$ cat src/dfs_pkg.sv
// Package for the five-point diffusion stencil: field widths, register
// map, reset values and the word types shared by the stencil modules.
// Depends on nothing.
`timescale 1ns / 1ps

package dfs_pkg;

    localparam int VALUE_W  = 32;
    localparam int FAC_W    = 16;
    localparam int GW_W     = 11;
    localparam int GH_W     = 16;
    localparam int LAP_W    = VALUE_W + 3;
    localparam int PROD_W   = LAP_W + FAC_W + 1;
    localparam int FRAC_W   = 16;
    localparam int APB_AW   = 4;
    localparam int APB_DW   = 32;

    localparam logic [FAC_W-1:0] STEP_FACTOR_RST = 16'd16384;
    localparam logic [GW_W-1:0]  GRID_WIDTH_RST  = 11'd1024;
    localparam logic [GH_W-1:0]  GRID_HEIGHT_RST = 16'd1024;
    localparam int               MIN_GRID        = 3;

    typedef enum logic [1:0] {
        REG_STEP_FACTOR = 2'd0,
        REG_GRID_WIDTH  = 2'd1,
        REG_GRID_HEIGHT = 2'd2
    } dfs_reg_idx_t;

    // One column of the 3x3 window: row above, middle row, row below.
    typedef struct packed {
        logic signed [VALUE_W-1:0] top;
        logic signed [VALUE_W-1:0] mid;
        logic signed [VALUE_W-1:0] bot;
    } dfs_col_t;

    // One result word.
    typedef struct packed {
        logic signed [VALUE_W-1:0] new_value;
        logic                      frame_last;
    } dfs_result_t;

endpackage

$ cat src/dfs_window_cell.sv
// One column cell of the stencil window; cells chain so that each column
// moves one place west per accepted word. Depends on dfs_pkg.
`timescale 1ns / 1ps

module dfs_window_cell import dfs_pkg::*; (
    input  logic     clk,
    input  logic     rst_n,
    input  logic     shift,
    input  dfs_col_t col_in,
    output dfs_col_t col_out
);

    dfs_col_t col_reg;
    dfs_col_t col_next;

    // hold unless a word moves through
    always_comb
    begin
        col_next = shift ? col_in : col_reg;
    end

    always_ff @(posedge clk or negedge rst_n)
    begin
        if (!rst_n)
        begin
            col_reg <= '0;
        end
        else
        begin
            col_reg <= col_next;
        end
    end

    assign col_out = col_reg;

endmodule

$ cat config.mk
export PLATFORM = sky130hd
export DESIGN_NAME = dfs_window_cell
export DESIGN_NICKNAME = d
export VERILOG_FILES = /design/src/dfs_pkg.sv /design/src/dfs_window_cell.sv
export SDC_FILE = /design/constraint.sdc
export NUM_CORES = 1
export LEC_CHECK = 0
export ABC_AREA = 1
export BUFFER_PORTS_ARGS = -buffer_cell sky130_fd_sc_hd__buf_4
export CAP_MARGIN = 20
export CORE_MARGIN = 8
export CORE_UTILIZATION = 50
export CTS_BUF_LIST = sky130_fd_sc_hd__clkbuf_8
export DETAILED_ROUTE_END_ITERATION = 12
export PLACE_DENSITY = 0.88
export SYNTH_ARGS = -nofsm -noshare
export SYNTH_HDL_FRONTEND = slang
export SYNTH_SLANG_ARGS = --single-unit
$ cat constraint.sdc
create_clock -name clk -period 1.4 [get_ports clk]
set_clock_uncertainty 0.1 [all_clocks]
set_input_delay 0.21 -clock clk [delete_from_list [all_inputs] [get_ports clk]]
set_output_delay 0.21 -clock clk [all_outputs]
set_load 0.005 [all_outputs]
==> results_dict.tcl <==
set metrics [dict create \
    synth_area_um2 3630 \
    io_pins 195 \
    critical_path.max_fanout 2 \
    die-area_um2 10240 \
    coreArea_um2 7137 \
    syn_inst 406 \
    hpwl_mm 8.266 \
    reg2reg_setup_slack_ns 0.53 \
    cts_tree "yes" \
    r2r_start "col_out[12]" \
    dpl-instance-area_um2 5177 \
    worstSetupPathDepth 1 \
    end_kind "output port" \
    drive_gt1_share_pct 30.99 \
    p_leak_nw 3.502 \
    rsz0062_at_grt "false" \
    initial_utilization_pct 50.86 \
    vias_per_cell 5.069 \
    ff2ff_path_depth 2 \
    hold-worst-slack_ns 0.07314 \
    hold_path.class "in -> reg" \
    grt_pass1_vias 4355 \
    cp_top_family "flip-flops" \
    port_buffers 194 \
    vias 4045 \
    rows 31 \
    ant_nets 0 \
    grt_pass1_wl_mm 23.87 \
    worst_pin_slew_ns 0.3493 \
    clock_path_buffers 2 \
    critPathCapture "col_out[51]" \
    finalNonFillerCells 798 \
    max_freq_mhz 812.8 \
    antenna_found_initial 2 \
    grt-ovfl-total 0 \
    drcViolationCount 0 \
    cts_buffers 9 \
    cp-startpoint "col_out[51]" \
    nets 791 \
    crit_type "reg -> out" \
    grt_max_degree 64 \
    setup_violations 0 \
    hold_viol 0 \
    period_share_pct 87.88 \
    cp_slowest_cell "dfrtp_1" \
    die_y_um 101.2 \
    h-tree-depth 3 \
    clk_pin_slew_ns 0.09 \
    ys_seq_area_share_pct 66.18 \
    place_congestion 0.7709 \
    timing.rr.end "col_out[12]" \
    slew_violations 0 \
    fillCellCount 298 \
    synth_warnings 0 \
    clkLatencyLatePin_ns 0.34 \
    drt-wirelength-per-cell_um 19.10 \
    period_needed_ns 1.230 \
    synth.avg_cell_area_um2 8.940 \
    synth_seq_cells 96 \
    wl_mm 15.24 \
    cts_root_buf "clkbuf_8" \
    first_pass_iters 5 \
    clock-sinks 96 \
    syn_to_final_growth_pct 74.56 \
    largest_register_ffs 96 \
    die_x_um 101.2 \
    ir_drop_uv 584.8 \
    arrival_ns 0.92 \
    cts_resized 0 \
    globalRouteTotalUtil_pct 30.74 \
    status "completed" \
    multiInputGateArea_um2 1081 \
    regArea_um2 2402 \
    drt_iter0_markers 200 \
    ys_types 6 \
    power_density_nw_per_um2 991.7 \
    finalPower_mw 6.284 \
    stdcell_area_um2 6336 \
    critPathLaunchType "register" \
    max_cap_viol_count 0 \
    slew_headroom_pct 76.71 \
    placed_cells 684 \
    critPathMaxStageDelay_ns 0.42 \
    setup-tns-final_ns 0 \
    path_cells "buf_4" \
    cp_num_buf_inv 1 \
    synth_nets 505 \
    cp.required_ns 1.09 \
]
==> repair_timing <==
item                                   CTS  global route
buffers inserted                         0             0
endpoints found under the hold margin  160             1
setup endpoints to repair                0             0
hold buffers                            95             1
==> placed cells by master, fill, tap and decap left out <==
cell           instances
buf_12                 5
buf_4                195
clkbuf_8              12
clkinvlp_4             2
dfrtp_1               96
diode_2                2
dlygate4sd3_1         96
inv_1                  1
inv_4                  1
inv_6                  1
nand2_1              288
==> per-layer routing <==
layer	wire [um]	GRT usage, %	vias up
met2	7436	50.15	275
li1	-	-	1783
met5	0	0	-
met1	5132	32.53	1907
met3	1606	10.45	80
met4	1067	22.79	0
==> logic make-up (layout without fill, tap and decap cells) <==
group	Yosys count	count (layout)	share of synthesized area, %
buf+inv	22	313	4.033
flops	96	96	66.18
other cells	0	2	0
simple gates	288	288	29.78
==> cell usage after synthesis <==
| cell | count | share of area, % |
|---|---|---|
| nand2_1 | 288 | 30 |
| dfrtp_1 | 96 | 66 |
| buf_2 | 10 | 1.4 |
| buf_4 | 9 | 1.9 |
| buf_6 | 2 | 0.62 |
| inv_4 | 1 | 0.17 |
==> worst min-delay path by stage <==
stage,from,to,slack [ns],cells after the start
after floorplan,rst_n,col_out[0],-0.19,0
after global placement,rst_n,col_out[21],0.03,1
after detailed placement,rst_n,col_out[21],0.03,1
after CTS,col_in[64],col_out[64],0.005,3
after global routing,col_in[1],col_out[1],0.07,3
final,col_in[1],col_out[1],0.07,3
==> per-stage QoR <==
stage               utilization, %  worst slack [ns]
global route                 88.78            0.1439
CTS                          88.57            0.1764
floorplan                        -            0.4341
finish                       88.78            0.1697
global placement             72.55            0.3014
detailed placement           72.55            0.2601
==> power by group <==
group          switching, mW  internal, mW  leakage [nW]
Combinational          0.613         0.776          2.24
Clock                  0.922         0.793        0.0964
Sequential             0.163          3.02          1.17
==> final cells by class <==
type | count | area share, %
Antenna cell | 2 | 0.07899
Clock buffer | 12 | 2.607
Tap cell | 99 | 1.955
Multi-Input combinational cell | 288 | 17.06
Clock inverter | 4 | 0.4344
Sequential cell | 96 | 37.91
Timing Repair Buffer | 296 | 39.85
Inverter | 1 | 0.09874
Note: power is estimated with default switching activity, not from simulation.
