## config.mk

```make
export PLATFORM = sky130hd
export DESIGN_NAME = dfs_out_queue
export DESIGN_NICKNAME = d
export VERILOG_FILES = /design/src/dfs_pkg.sv /design/src/dfs_out_queue.sv
export SDC_FILE = /design/constraint.sdc
export NUM_CORES = 1
export LEC_CHECK = 0
export BUFFER_PORTS_ARGS = -buffer_cell sky130_fd_sc_hd__buf_4
export CORE_MARGIN = 5
export CORE_UTILIZATION = 29
export CTS_CLUSTER_DIAMETER = 200
export DETAILED_ROUTE_END_ITERATION = 7
export PLACE_DENSITY = 0.42
export SETUP_SLACK_MARGIN = 0.2
export SLEW_MARGIN = 15
export SYNTH_ARGS = -nofsm -noshare
export SYNTH_HDL_FRONTEND = slang
export SYNTH_SLANG_ARGS = --single-unit
```

## constraint.sdc

```tcl
create_clock -name clk -period 4.3 [get_ports clk]
set_input_delay 0.43 -clock clk [delete_from_list [all_inputs] [get_ports clk]]
set_output_delay 0.43 -clock clk [all_outputs]
set_load 0.01 [all_outputs]
```

## src/dfs_pkg.sv

```systemverilog
// Package for the five-point diffusion stencil: field widths, register
// map, reset values and the word types shared by the stencil modules.
// Depends on nothing.
`timescale 1ns / 1ps

package dfs_pkg;

    localparam int VALUE_W  = 32;
    localparam int FAC_W    = 16;
    localparam int GW_W     = 11;
    localparam int GH_W     = 16;
    localparam int LAP_W    = VALUE_W + 3;
    localparam int PROD_W   = LAP_W + FAC_W + 1;
    localparam int FRAC_W   = 16;
    localparam int APB_AW   = 4;
    localparam int APB_DW   = 32;

    localparam logic [FAC_W-1:0] STEP_FACTOR_RST = 16'd16384;
    localparam logic [GW_W-1:0]  GRID_WIDTH_RST  = 11'd1024;
    localparam logic [GH_W-1:0]  GRID_HEIGHT_RST = 16'd1024;
    localparam int               MIN_GRID        = 3;

    typedef enum logic [1:0] {
        REG_STEP_FACTOR = 2'd0,
        REG_GRID_WIDTH  = 2'd1,
        REG_GRID_HEIGHT = 2'd2
    } dfs_reg_idx_t;

    // One column of the 3x3 window: row above, middle row, row below.
    typedef struct packed {
        logic signed [VALUE_W-1:0] top;
        logic signed [VALUE_W-1:0] mid;
        logic signed [VALUE_W-1:0] bot;
    } dfs_col_t;

    // One result word.
    typedef struct packed {
        logic signed [VALUE_W-1:0] new_value;
        logic                      frame_last;
    } dfs_result_t;

endpackage

```

## src/dfs_out_queue.sv

```systemverilog
// Result queue decoupling the stencil pipeline from the output handshake.
// Depends on dfs_pkg.
`timescale 1ns / 1ps

module dfs_out_queue import dfs_pkg::*; #(
    parameter int DEPTH = 8
) (
    input  logic                       clk,
    input  logic                       rst_n,
    input  logic                       push,
    input  dfs_result_t                push_word,
    input  logic                       ready,
    output logic                       valid,
    output dfs_result_t                head_word,
    output logic [$clog2(DEPTH+1)-1:0] count
);

    localparam int PTR_W = $clog2(DEPTH);
    localparam int CNT_W = $clog2(DEPTH + 1);

    dfs_result_t      store [DEPTH];
    logic [PTR_W-1:0] wr_ptr_reg, wr_ptr_next;
    logic [PTR_W-1:0] rd_ptr_reg, rd_ptr_next;
    logic [CNT_W-1:0] count_reg, count_next;
    logic             pop;

    assign valid     = (count_reg != '0);
    assign pop       = valid && ready;
    assign head_word = store[rd_ptr_reg];
    assign count     = count_reg;

    always_comb
    begin
        wr_ptr_next = wr_ptr_reg;
        rd_ptr_next = rd_ptr_reg;
        count_next  = count_reg;
        if (push)
        begin
            wr_ptr_next = (wr_ptr_reg == PTR_W'(DEPTH - 1)) ? '0 : wr_ptr_reg + PTR_W'(1);
        end
        if (pop)
        begin
            rd_ptr_next = (rd_ptr_reg == PTR_W'(DEPTH - 1)) ? '0 : rd_ptr_reg + PTR_W'(1);
        end
        case ({push, pop})
            2'b10:   count_next = count_reg + CNT_W'(1);
            2'b01:   count_next = count_reg - CNT_W'(1);
            default: count_next = count_reg;
        endcase
    end

    always_ff @(posedge clk or negedge rst_n)
    begin
        if (!rst_n)
        begin
            wr_ptr_reg <= '0;
            rd_ptr_reg <= '0;
            count_reg  <= '0;
        end
        else
        begin
            wr_ptr_reg <= wr_ptr_next;
            rd_ptr_reg <= rd_ptr_next;
            count_reg  <= count_next;
        end
    end

    always_ff @(posedge clk)
    begin
        if (push)
        begin
            store[wr_ptr_reg] <= push_word;
        end
    end

endmodule

```

==> results of run 1 <==
-- metal layers --
layer / GRT usage / vias to the layer above / routed length [um]
met5: 0 / - / 27
met4: 0.0251 / 4 / 369
met3: 0.0269 / 31 / 1220
met2: 0.186 / 88 / 11300
met1: 0.153 / 2573 / 10200
li1: - / 2076 / -
-- power groups by stage --
| stage | Clock (mW) | Combinational [mW] | Sequential (mW) |
|---|---|---|---|
| 2_1_floorplan | 0 | 1.89 | 3.54 |
| 3_3_place_gp | 0 | 2.57 | 3.90 |
| 3_5_place_dp | 0 | 2.59 | 3.93 |
| 4_1_cts | 2.55 | 2.61 | 3.87 |
| 5_1_grt | 2.67 | 2.72 | 3.91 |
| 6_report | 2.48 | 2.51 | 3.83 |
-- logic make-up (layout without fill, tap and decap cells) --
family | count (synthesis) | in the layout | share of synthesized area
AO/OA/AOI/OAI | 6 | 6 | 0.00436
XOR/XNOR | 3 | 3 | 0.00247
adder cells (fa/ha/maj) | 7 | 7 | 0.00825
buffers and inverters | 24 | 147 | 0.0148
flip-flops | 274 | 274 | 0.770
multiplexers | 107 | 107 | 0.189
AND/OR/NAND/NOR | 23 | 23 | 0.0114
-- worst reg2reg max path: stages, from the launching register on --
cell,delay (ns)
dfrtp_1,0.46
or4_1,0.56
nand2_1,0.21
inv_1,0.09
ha_1,0.39
or4b_2,0.64
a21o_1,0.18
o221ai_1,0.06
-- layout by cell type (no fill, tap or decap), types with 4 or more instances in the layout --
cell	n
clkinv_1	11
inv_1	4
buf_4	85
nor2_4	6
edfxtp_1	264
mux2_2	22
mux2_4	15
dfrtp_1	7
clkbuf_16	31
ha_1	7
mux4_2	66
clkbuf_1	7
-- through the flow --
step	cells	utilization
after global placement	977	0.324
final	1035	0.350
after CTS	1035	0.350
after global routing	1035	0.350
after floorplan	444	-
after detailed placement	977	0.324
-- worst max-delay path by stage --
stage	depth (start not counted)	slack [ns]	from	endpoint
after CTS	4	0.69	rd_ptr_reg[0]$_DFFE_PN0N_	head_word[19]
after global placement	4	1.30	rd_ptr_reg[0]$_DFFE_PN0N_	head_word[19]
after floorplan	2	0.99	wr_ptr_reg[1]$_DFFE_PN0P_	store[0][0]$_DFFE_PP_
final	4	0.84	rd_ptr_reg[0]$_DFFE_PN0N_	head_word[19]
after global routing	4	0.57	rd_ptr_reg[0]$_DFFE_PN0N_	head_word[17]
after detailed placement	4	1.27	rd_ptr_reg[0]$_DFFE_PN0N_	head_word[19]
-- area by class of cell --
class	instances	area (um^2)
Sequential cell	274	8190
Inverter	4	15.0
Clock inverter	19	163
Multi-Input combinational cell	146	2340
Timing Repair Buffer	86	648
Clock buffer	38	802
Tap cell	468	586
Fill cell	3315	23600
-- synth_stat cells --
cell type / n / share of area
clkbuf_1: 5 / 0.0018
or4_1: 2 / 0.0014
mux2_1: 3 / 0.0032
mux4_2: 66 / 0.14
xnor2_1: 2 / 0.0016
mux2i_1: 1 / 0.00094
nor3_1: 2 / 0.00094
nand2b_1: 3 / 0.0018
o41ai_1: 1 / 0.00082
a2111oi_0: 1 / 0.00082
dfrtp_1: 10 / 0.024
mux2_4: 15 / 0.021
or3b_2: 1 / 0.00082
nor2_1: 9 / 0.0032
nand3b_1: 1 / 0.00071
edfxtp_1: 264 / 0.75
buf_2: 9 / 0.0042
buf_12: 3 / 0.0057
buf_6: 1 / 0.0011
o21a_1: 1 / 0.00071
ha_1: 7 / 0.0082
nor2b_1: 1 / 0.00059
mux2_2: 22 / 0.023
xor2_1: 1 / 0.00082
inv_1: 4 / 0.0014
or4b_2: 1 / 0.00094
o221ai_1: 1 / 0.00082
buf_1: 2 / 0.00071
nand2_1: 3 / 0.0011
a21oi_1: 1 / 0.00047
a21o_1: 1 / 0.00071
-- repair_timing --
action,CTS,global route
buffers inserted,0,0
endpoints found under the hold margin,10,0
hold buffers,1,0
==> summary.md, run 1 <==
| Metric | Value |
|---|---|
| Setup ws final | 0.844 ns |
| FMAX | 289 MHz |
| Max reg flops | 264 |
| Actual slew at the worst max-slew pin | 1.09 ns |
| Worst Hold Slack | 0.126 ns |
| Pwr Total | 8.81 mW |
| Yosys reg bits | 274 |
| Post-Place Setup Slack | 1.27 ns |
| # diodes | 0 |
| Final Cycle Share | 0.804 |
| Seq/Total Area, Yosys | 0.770 |
| Drt total wl | 23100 um |
| Outcome | complete, no violations |
| Hold path cells | 1 |
| Vias in the first global route | 5239 |
| ANT nets after route | 0 |
| Die Height | 201 um |
| Switching share of power | 0.285 |
| RSZ-0062 raised after global routing | false |
| P_int | 6.30 mW |
| Starting Density | 0.292 |
| H-tree Lvls | 1 |
| Crit-path cells | buf_4 > mux4_2 > mux2_4 > buf_4 |
| Mean Syn Cell Area | 23.9 um^2 |
| Total gr overflow | 0 |
| Clock transition at path regs | 0.06 ns |
| Clock buffer depth | 3 |
| Power Dens Cells | 692 nW/um^2 |
| Worst R2R Start | count[0]$_DFFE_PN0P_ |
| Worst rel slew slack | 0.276 |
| Skew final | 0.00576 ns |
| Clk network pwr share | 0.281 |
| Worst path required time | 3.87 ns |
| RR Endpoint | count[3]$_DFFE_PN0P_ |
| Final Setup Violations | 0 |
| Tot GR Track Use | 0.113 |
| VDD IR max | 300 uV |
| Initial antenna violation count | 2 |
| Slew Limit Fails | 0 |
| Hold Path Class | primary input to flop |
| Critical path's slowest cell | dfrtp_4 |
| I/O Pins | 75 |
| TNS Setup | 0 ns |
| Via/cell ratio | 4.61 |
| Nets | 587 |
| Wire per inst | 22.3 um |
| CTS Root Cell | clkbuf_16 |
| Switching pwr | 2.51 mW |
| Core Rows | 70 |
| Flop-to-flop setup slack | 1.62 ns |
| Hold endpoint | store[4][20]$_DFFE_PP_ |
| CTS Buf Count | 31 |
| DR vias | 4772 |
| Post-route minimum period | 3.46 ns |
| YS warnings | 0 |
| Number of max-cap violations | 0 |
| Crit path max fanout | 46 |
| DRT Pass-1 Iters | 4 |
| Post-Place Cell Area | 11800 um^2 |
| LEAKAGE | 4.18 nW |
| Layout area overhead | 20.0% |
| Drt drc | 0 |
| Buf/Inv on CP | 2 |
| PortBufs | 74 |
| Die Span X | 201 um |
| Final instance area | 12700 um^2 |
| Critical Path Sink Type | output pin |
| Post-DP HPWL | 12700 um |
| Crit path DAT | 3.03 ns |
| Sequential share of power | 0.435 |
| Hold path startpoint | push_word[20] |
| Core ar. | 36300 um^2 |
| Largest net degree at the start of global routing | 69 |
| FF-to-FF path depth | 7 |
| Clk_lat worst skew | 0.53 ns |
| CTS Sinks | 274 |
| Iter 0 DRT Violations | 213 |
| Mapped Cells | 444 |
| Worst setup path class | flop to output pin |
| Most numerous cell on the critical path | buf_4 |
| Die area | 40500 um^2 |
| Share of layout cells above drive strength 1 | 0.423 |
| Worst path max stage delay | 1.06 ns |
| RePlAce Congestion | 0.667 |
| Synth Cell Area | 10600 um^2 |
| Final Hold Fails | 0 |
| First-pass GRT wire length | 34500 um |
| # resized after CTS | 0 |
| Startpoint types | flop |
| CTS tree | done |
| Critical path's top delay family | flip-flops |
| Post-Syn Nets | 488 |
| Synth cell types | 31 |
| Combinational Power Share | 0.284 |
Note: power is estimated with default switching activity, not from simulation.
==> run 2: changes to the inputs <==
--- a/config.mk
+++ b/config.mk
@@ -10,7 +10,7 @@
 export CORE_UTILIZATION = 29
 export CTS_CLUSTER_DIAMETER = 200
 export DETAILED_ROUTE_END_ITERATION = 7
-export PLACE_DENSITY = 0.42
+export PLACE_DENSITY = 0.44
 export SETUP_SLACK_MARGIN = 0.2
 export SLEW_MARGIN = 15
 export SYNTH_ARGS = -nofsm -noshare
==> constraint.sdc (replaced) <==
create_clock -name clk -period 2.9 [get_ports clk]
set_input_delay 0.29 -clock clk [delete_from_list [all_inputs] [get_ports clk]]
set_output_delay 0.29 -clock clk [all_outputs]
set_load 0.01 [all_outputs]
==> summary.md, run 2 (synthesis results as in run 1) <==
| Metric | Value |
|---|---|
| Most common cell after layout, fill and taps aside | edfxtp_1 |
| Wire per inst | 21.0 um (-5.6%) |
| Core Rows | 70 (unchanged) |
| Post-Place Setup Slack | 0.242 ns (-1.03 ns) |
| Final Setup Violations | 0 (unchanged) |
| I/O Pins | 75 (unchanged) |
| Register area | 8190 um^2 (about the same) |
| DRT Pass-1 Iters | 4 (unchanged) |
| Skew final | 0.00873 ns (+0.00297 ns) |
| CTS Buf Count | 29 (-6.5%) |
| Multi-input combinational cell area | 2360 um^2 (+0.91%) |
| CTS tree | done |
| CTS Root Cell | clkbuf_16 |
| CTS Sinks | 274 (unchanged) |
| Layout area overhead | 23.9% |
| Pwr Total | 12.9 mW (+47%) |
| Drt total wl | 22500 um (-2.3%) |
| Crit path DAT | 2.29 ns (-0.74 ns) |
| Clock buffer depth | 3 (unchanged) |
| Tot GR Track Use | 0.110 (-0.00214) |
| TNS Setup | 0 ns (unchanged) |
| Switching pwr | 3.74 mW (+49%) |
| First-pass GRT wire length | 34200 um (-1.0%) |
| Clk network pwr share | 0.249 (-0.032) |
| Post-route minimum period | 2.58 ns |
| P_int | 9.17 mW (+46%) |
| Sequential share of power | 0.416 (-0.019) |
| Core ar. | 36300 um^2 (unchanged) |
| Post-DP HPWL | 13200 um (+3.7%) |
| Vias in the first global route | 5417 (+3.4%) |
| Clock transition at path regs | 0.06 ns (about the same) |
| Slew Limit Fails | 0 (unchanged) |
| Post-Place Cell Area | 11900 um^2 (+1.5%) |
| Final Cycle Share | 0.891 |
| Actual slew at the worst max-slew pin | 0.620 ns (-0.466 ns) |
| PortBufs | 74 (unchanged) |
| VDD IR max | 576 uV (+92%) |
| Die area | 40500 um^2 (unchanged) |
| FMAX | 387 MHz |
| Startpoint types | flop |
| Hold Path Class | primary input to flop |
| Starting Density | 0.292 (unchanged) |
| LEAKAGE | 4.36 nW (+4.3%) |
| ANT nets after route | 0 (unchanged) |
| Clk_lat worst skew | 0.54 ns (about the same) |
| RePlAce Congestion | 0.684 (+2.6%) |
| Initial antenna violation count | 1 (-1) |
| Die Span X | 201 um (unchanged) |
| Nets | 628 (+7.0%) |
| Critical Path Sink Type | output pin |
| Total gr overflow | 0 (unchanged) |
| Die Height | 201 um (unchanged) |
| Worst path required time | 2.61 ns (-1.26 ns) |
| Outcome | complete, no violations |
| Combinational Power Share | 0.335 (+0.051) |
| Final Hold Fails | 0 (unchanged) |
| Via/cell ratio | 4.53 (-1.8%) |
| Largest net degree at the start of global routing | 34 (-51%) |
| Commonest cells after routing, fill and taps aside | edfxtp_1 (264), buf_4 (86), mux4_2 (66) |
| Power Dens Cells | 982 nW/um^2 (+42%) |
| Share of layout cells above drive strength 1 | 0.424 (about the same) |
| Final instance area | 13200 um^2 (+3.3%) |
| RSZ-0062 raised after global routing | false |
| Max reg flops | 264 (unchanged) |
| H-tree Lvls | 1 (unchanged) |
| Drt drc | 0 (unchanged) |
| Iter 0 DRT Violations | 365 (+71%) |
| Worst setup path class | flop to output pin |
| Final Util | 0.362 (+0.0115) |
| Number of max-cap violations | 0 (unchanged) |
| Switching share of power | 0.290 (+0.00483) |
| Worst rel slew slack | 0.586 (+0.311) |
| Fillers | 3299 (-0.48%) |
| DR vias | 4847 (+1.6%) |
| Crit path max fanout | 25 (-46%) |
| Setup ws final | 0.315 ns (-0.529 ns) |
==> run 2: changes by cell type in the layout (fill, tap and decap cells not counted), moves of 3 or more <==
cell	previous run	this run
clkbuf_1	7	2
buf_12	0	8
bufinv_16	3	0
clkinv_2	3	8
dlygate4sd3_1	1	34
clkinv_1	11	8
==> run 2: critical path: stages, from the launching register on <==
cell and delay (ns):
dfrtp_4 0.50, buf_16 0.25, mux4_2 0.53, mux2_2 0.31, buf_4 0.15
==> run 2: power by group through the flow <==
| stage | combinational, mW | clock [mW] | sequential, mW |
|---|---|---|---|
| floorplan | 2.80 | 0 | 5.24 |
| CTS | 4.48 | 3.35 | 5.39 |
| detailed placement | 4.31 | 0 | 5.55 |
| global placement | 4.28 | 0 | 5.50 |
| global route | 4.71 | 3.52 | 5.44 |
| finish | 4.32 | 3.22 | 5.37 |
==> run 2: per-stage QoR <==
step	hold slack, ns	std cells
3_5_place_dp	0.131	986
3_3_place_gp	0.131	986
5_1_grt	0.0562	1071
4_1_cts	0.0504	1070
2_1_floorplan	-0.00559	444
6_report	0.0675	1071
==> run 2: final timing paths <==
path	from	end	slack (ns)	cells past startpoint
hold / removal	push	wr_ptr_reg[0]$_DFFE_PN0P_	0.07	2
setup reg to reg	count[0]$_DFFE_PN0P_	count[3]$_DFFE_PN0P_	0.33	7
setup / recovery	rd_ptr_reg[0]$_DFFE_PN0N_	head_word[0]	0.32	4
max in group asynchronous	rst_n	rd_ptr_reg[0]$_DFFE_PN0N_	2.61	2
min in group asynchronous	rst_n	count[1]$_DFFE_PN0P_	0.12	2
hold reg to reg	count[0]$_DFFE_PN0P_	count[0]$_DFFE_PN0P_	0.56	1
==> run 2: area by class of cell <==
cell class,count,share of cell area
clock inverters,18,0.00751
clock buffers,31,0.0557
multi-input cells,146,0.179
diodes,1,0.000190
well taps,468,0.0445
flip-flops and latches,274,0.622
repair buffers,129,0.0892
inverters,4,0.00114
==> run 2: timing repair <==
item / 4_1_cts / 5_1_grt
endpoints found under the setup margin: 25 / 3
hold endpoints to repair: 274 / 0
hold buffers: 34 / 0
buffers inserted: 1 / 0
resized for setup: 0 / 7
==> run 2: routing by layer <==
layer,part of all wire,up-vias,GRT usage
met4,0.015,0,0.0234
met2,0.51,80,0.193
li1,-,2158,-
met3,0.039,32,0.0208
met1,0.44,2577,0.144
met5,0,-,0
==> run 3: changes to the inputs <==
--- a/config.mk
+++ b/config.mk
@@ -6,11 +6,13 @@
 export NUM_CORES = 1
 export LEC_CHECK = 0
 export BUFFER_PORTS_ARGS = -buffer_cell sky130_fd_sc_hd__buf_4
+export CAP_MARGIN = 25
 export CORE_MARGIN = 5
 export CORE_UTILIZATION = 29
 export CTS_CLUSTER_DIAMETER = 200
 export DETAILED_ROUTE_END_ITERATION = 7
 export PLACE_DENSITY = 0.44
+export REMOVE_ABC_BUFFERS = 1
 export SETUP_SLACK_MARGIN = 0.2
 export SLEW_MARGIN = 15
 export SYNTH_ARGS = -nofsm -noshare
==> summary.md, run 3 (synthesis results as in run 1) <==
| Metric | Value |
|---|---|
| Outcome | complete, no violations |
| Worst rel slew slack | 0.604 (+0.0176) |
| Number of max-cap violations | 0 (unchanged) |
| Hold Path Class | primary input to flop |
| First-pass GRT wire length | 35900 um (+4.9%) |
| Startpoint types | flop |
| Starting Density | 0.292 (unchanged) |
| Total gr overflow | 0 (unchanged) |
| RePlAce Congestion | 0.655 (-4.2%) |
| Critical Path Sink Type | output pin |
| Wire per inst | 21.8 um (+3.6%) |
| Skew final | 0.00674 ns (-0.00200 ns) |
| Worst Hold Slack | 0.0689 ns (+0.00143 ns) |
| Post-DP HPWL | 13600 um (+3.6%) |
| Core Rows | 70 (unchanged) |
| CTS Root Cell | clkbuf_16 |
| I/O Pins | 75 (unchanged) |
| Actual slew at the worst max-slew pin | 0.594 ns (-0.0264 ns) |
| VDD IR max | 461 uV (-20%) |
| Final Cycle Share | 0.907 (+0.0153) |
| Max reg flops | 264 (unchanged) |
| Critical path's top delay family | multiplexers |
| Layout area overhead | 25.5% |
| Worst path max stage delay | 0.55 ns (+0.02 ns) |
| Via/cell ratio | 4.53 (about the same) |
| CTS Sinks | 274 (unchanged) |
| RSZ-0062 raised after global routing | true |
| Crit path DAT | 2.34 ns (+0.05 ns) |
| Nets | 633 (+0.80%) |
| Final Hold Fails | 0 (unchanged) |
| Slew Limit Fails | 0 (unchanged) |
| Clk_lat worst skew | 0.54 ns (about the same) |
| Vias in the first global route | 5441 (+0.44%) |
| Worst setup path class | flop to output pin |
| Fillers | 3287 (-0.36%) |
| Die Height | 201 um (unchanged) |
| Placed Instances | 987 (+0.10%) |
| Initial antenna violation count | 1 (unchanged) |
| Final Setup Violations | 0 (unchanged) |
| DRT Pass-1 Iters | 4 (unchanged) |
| Crit path max fanout | 20 (-20%) |
| DR vias | 4883 (+0.74%) |
| Clock transition at path regs | 0.06 ns (about the same) |
| Die area | 40500 um^2 (unchanged) |
| CTS Buf Count | 30 (+3.4%) |
| Most common cell after layout, fill and taps aside | edfxtp_1 |
| Drt total wl | 23500 um (+4.4%) |
| Die Span X | 201 um (unchanged) |
| Share of layout cells above drive strength 1 | 0.417 (-0.00624) |
| TNS Setup | 0 ns (unchanged) |
| Power Dens Cells | 1010 nW/um^2 (+2.9%) |
| Iter 0 DRT Violations | 286 (-22%) |
| Crit-path cells | buf_12 > mux4_2 > mux2_2 > buf_4 |
| FMAX | 380 MHz (-1.7%) |
| Largest net degree at the start of global routing | 26 (-24%) |
| Critical path's slowest cell | dfrtp_4 |
| Worst path required time | 2.61 ns (about the same) |
| Core ar. | 36300 um^2 (unchanged) |
| Commonest cells after routing, fill and taps aside | edfxtp_1 (264), buf_4 (87), mux4_2 (66) |
| Tot GR Track Use | 0.116 (+0.00566) |
| Post-route minimum period | 2.63 ns (+0.0444 ns) |
| Buf/Inv on CP | 2 (unchanged) |
| LEAKAGE | 4.43 nW (+1.6%) |
| CTS tree | done |
| PortBufs | 74 (unchanged) |
| Pwr Total | 13.5 mW (+4.1%) |
| Drt drc | 0 (unchanged) |
| Clock buffer depth | 3 (unchanged) |
| # diodes | 0 (-1) |
| H-tree Lvls | 1 (unchanged) |
| ANT nets after route | 0 (unchanged) |
| Final cell count without fillers | 1079 (+0.75%) |
[run 3: cell count changes in the layout (fill, tap and decap cells not counted), moves of 2 or more]
cell       before  now
dfrtp_1         5    7
clkbuf_16      29   31
nor3_4          2    0
nor3_2          0    2
clkinv_2        8    3
clkbuf_1        2    8
bufinv_16       0    3
dfrtp_2         3    1
[run 3: path summary, 6_finish.rpt]
path | startpoint | to | slack, ns | cells after the start
max | rd_ptr_reg[0]$_DFFE_PN0N_ | head_word[7] | 0.27 | 4
min | push | wr_ptr_reg[2]$_DFFE_PN0P_ | 0.07 | 2
max reg2reg | count[0]$_DFFE_PN0P_ | count[3]$_DFFE_PN0P_ | 0.32 | 7
min reg2reg | wr_ptr_reg[1]$_DFFE_PN0P_ | wr_ptr_reg[1]$_DFFE_PN0P_ | 0.56 | 1
max in group asynchronous | rst_n | rd_ptr_reg[1]$_DFFE_PN0N_ | 2.63 | 2
min in group asynchronous | rst_n | count[1]$_DFFE_PN0P_ | 0.11 | 2
[run 3: per-stage QoR]
| stage | setup WS [ns] | instance area [um^2] | util |
|---|---|---|---|
| final | 0.271 | 13300 | 0.367 |
| after global routing | 0.176 | 13300 | 0.367 |
| after CTS | 0.200 | 13300 | 0.366 |
| after detailed placement | 0.240 | 12000 | 0.329 |
| after global placement | 0.347 | 12000 | 0.329 |
| after floorplan | -1.01 | 10500 | - |
[run 3: report_power, final]
group          switching [mW]  internal, mW
logic                    2.02          2.42
registers               0.375          4.99
clock network            1.44          2.20
total                    3.84          9.62
[run 3: per-layer routing]
layer	GRT usage	routed length [um]	up-vias
met2	0.192	11500	90
li1	-	-	2175
met3	0.0245	1100	29
met1	0.161	10600	2587
met5	0	13	-
met4	0.0222	333	2
[run 3: cell type report]
cell class,instances,area [um^2],share of cell area
tap,468,586,0.0439
timing repair buffer,133,1240,0.0933
multi-input combinational,146,2340,0.176
sequential,274,8190,0.614
inverter,4,15.0,0.00113
clock inverter,15,143,0.0107
clock buffer,39,806,0.0605
[run 3: timing repair]
item,in CTS,in global routing
hold buffers,34,0
gates cloned,1,0
setup buffers,3,0
endpoints found under the setup margin,30,9
hold endpoints to repair,274,0
resized for setup,4,2
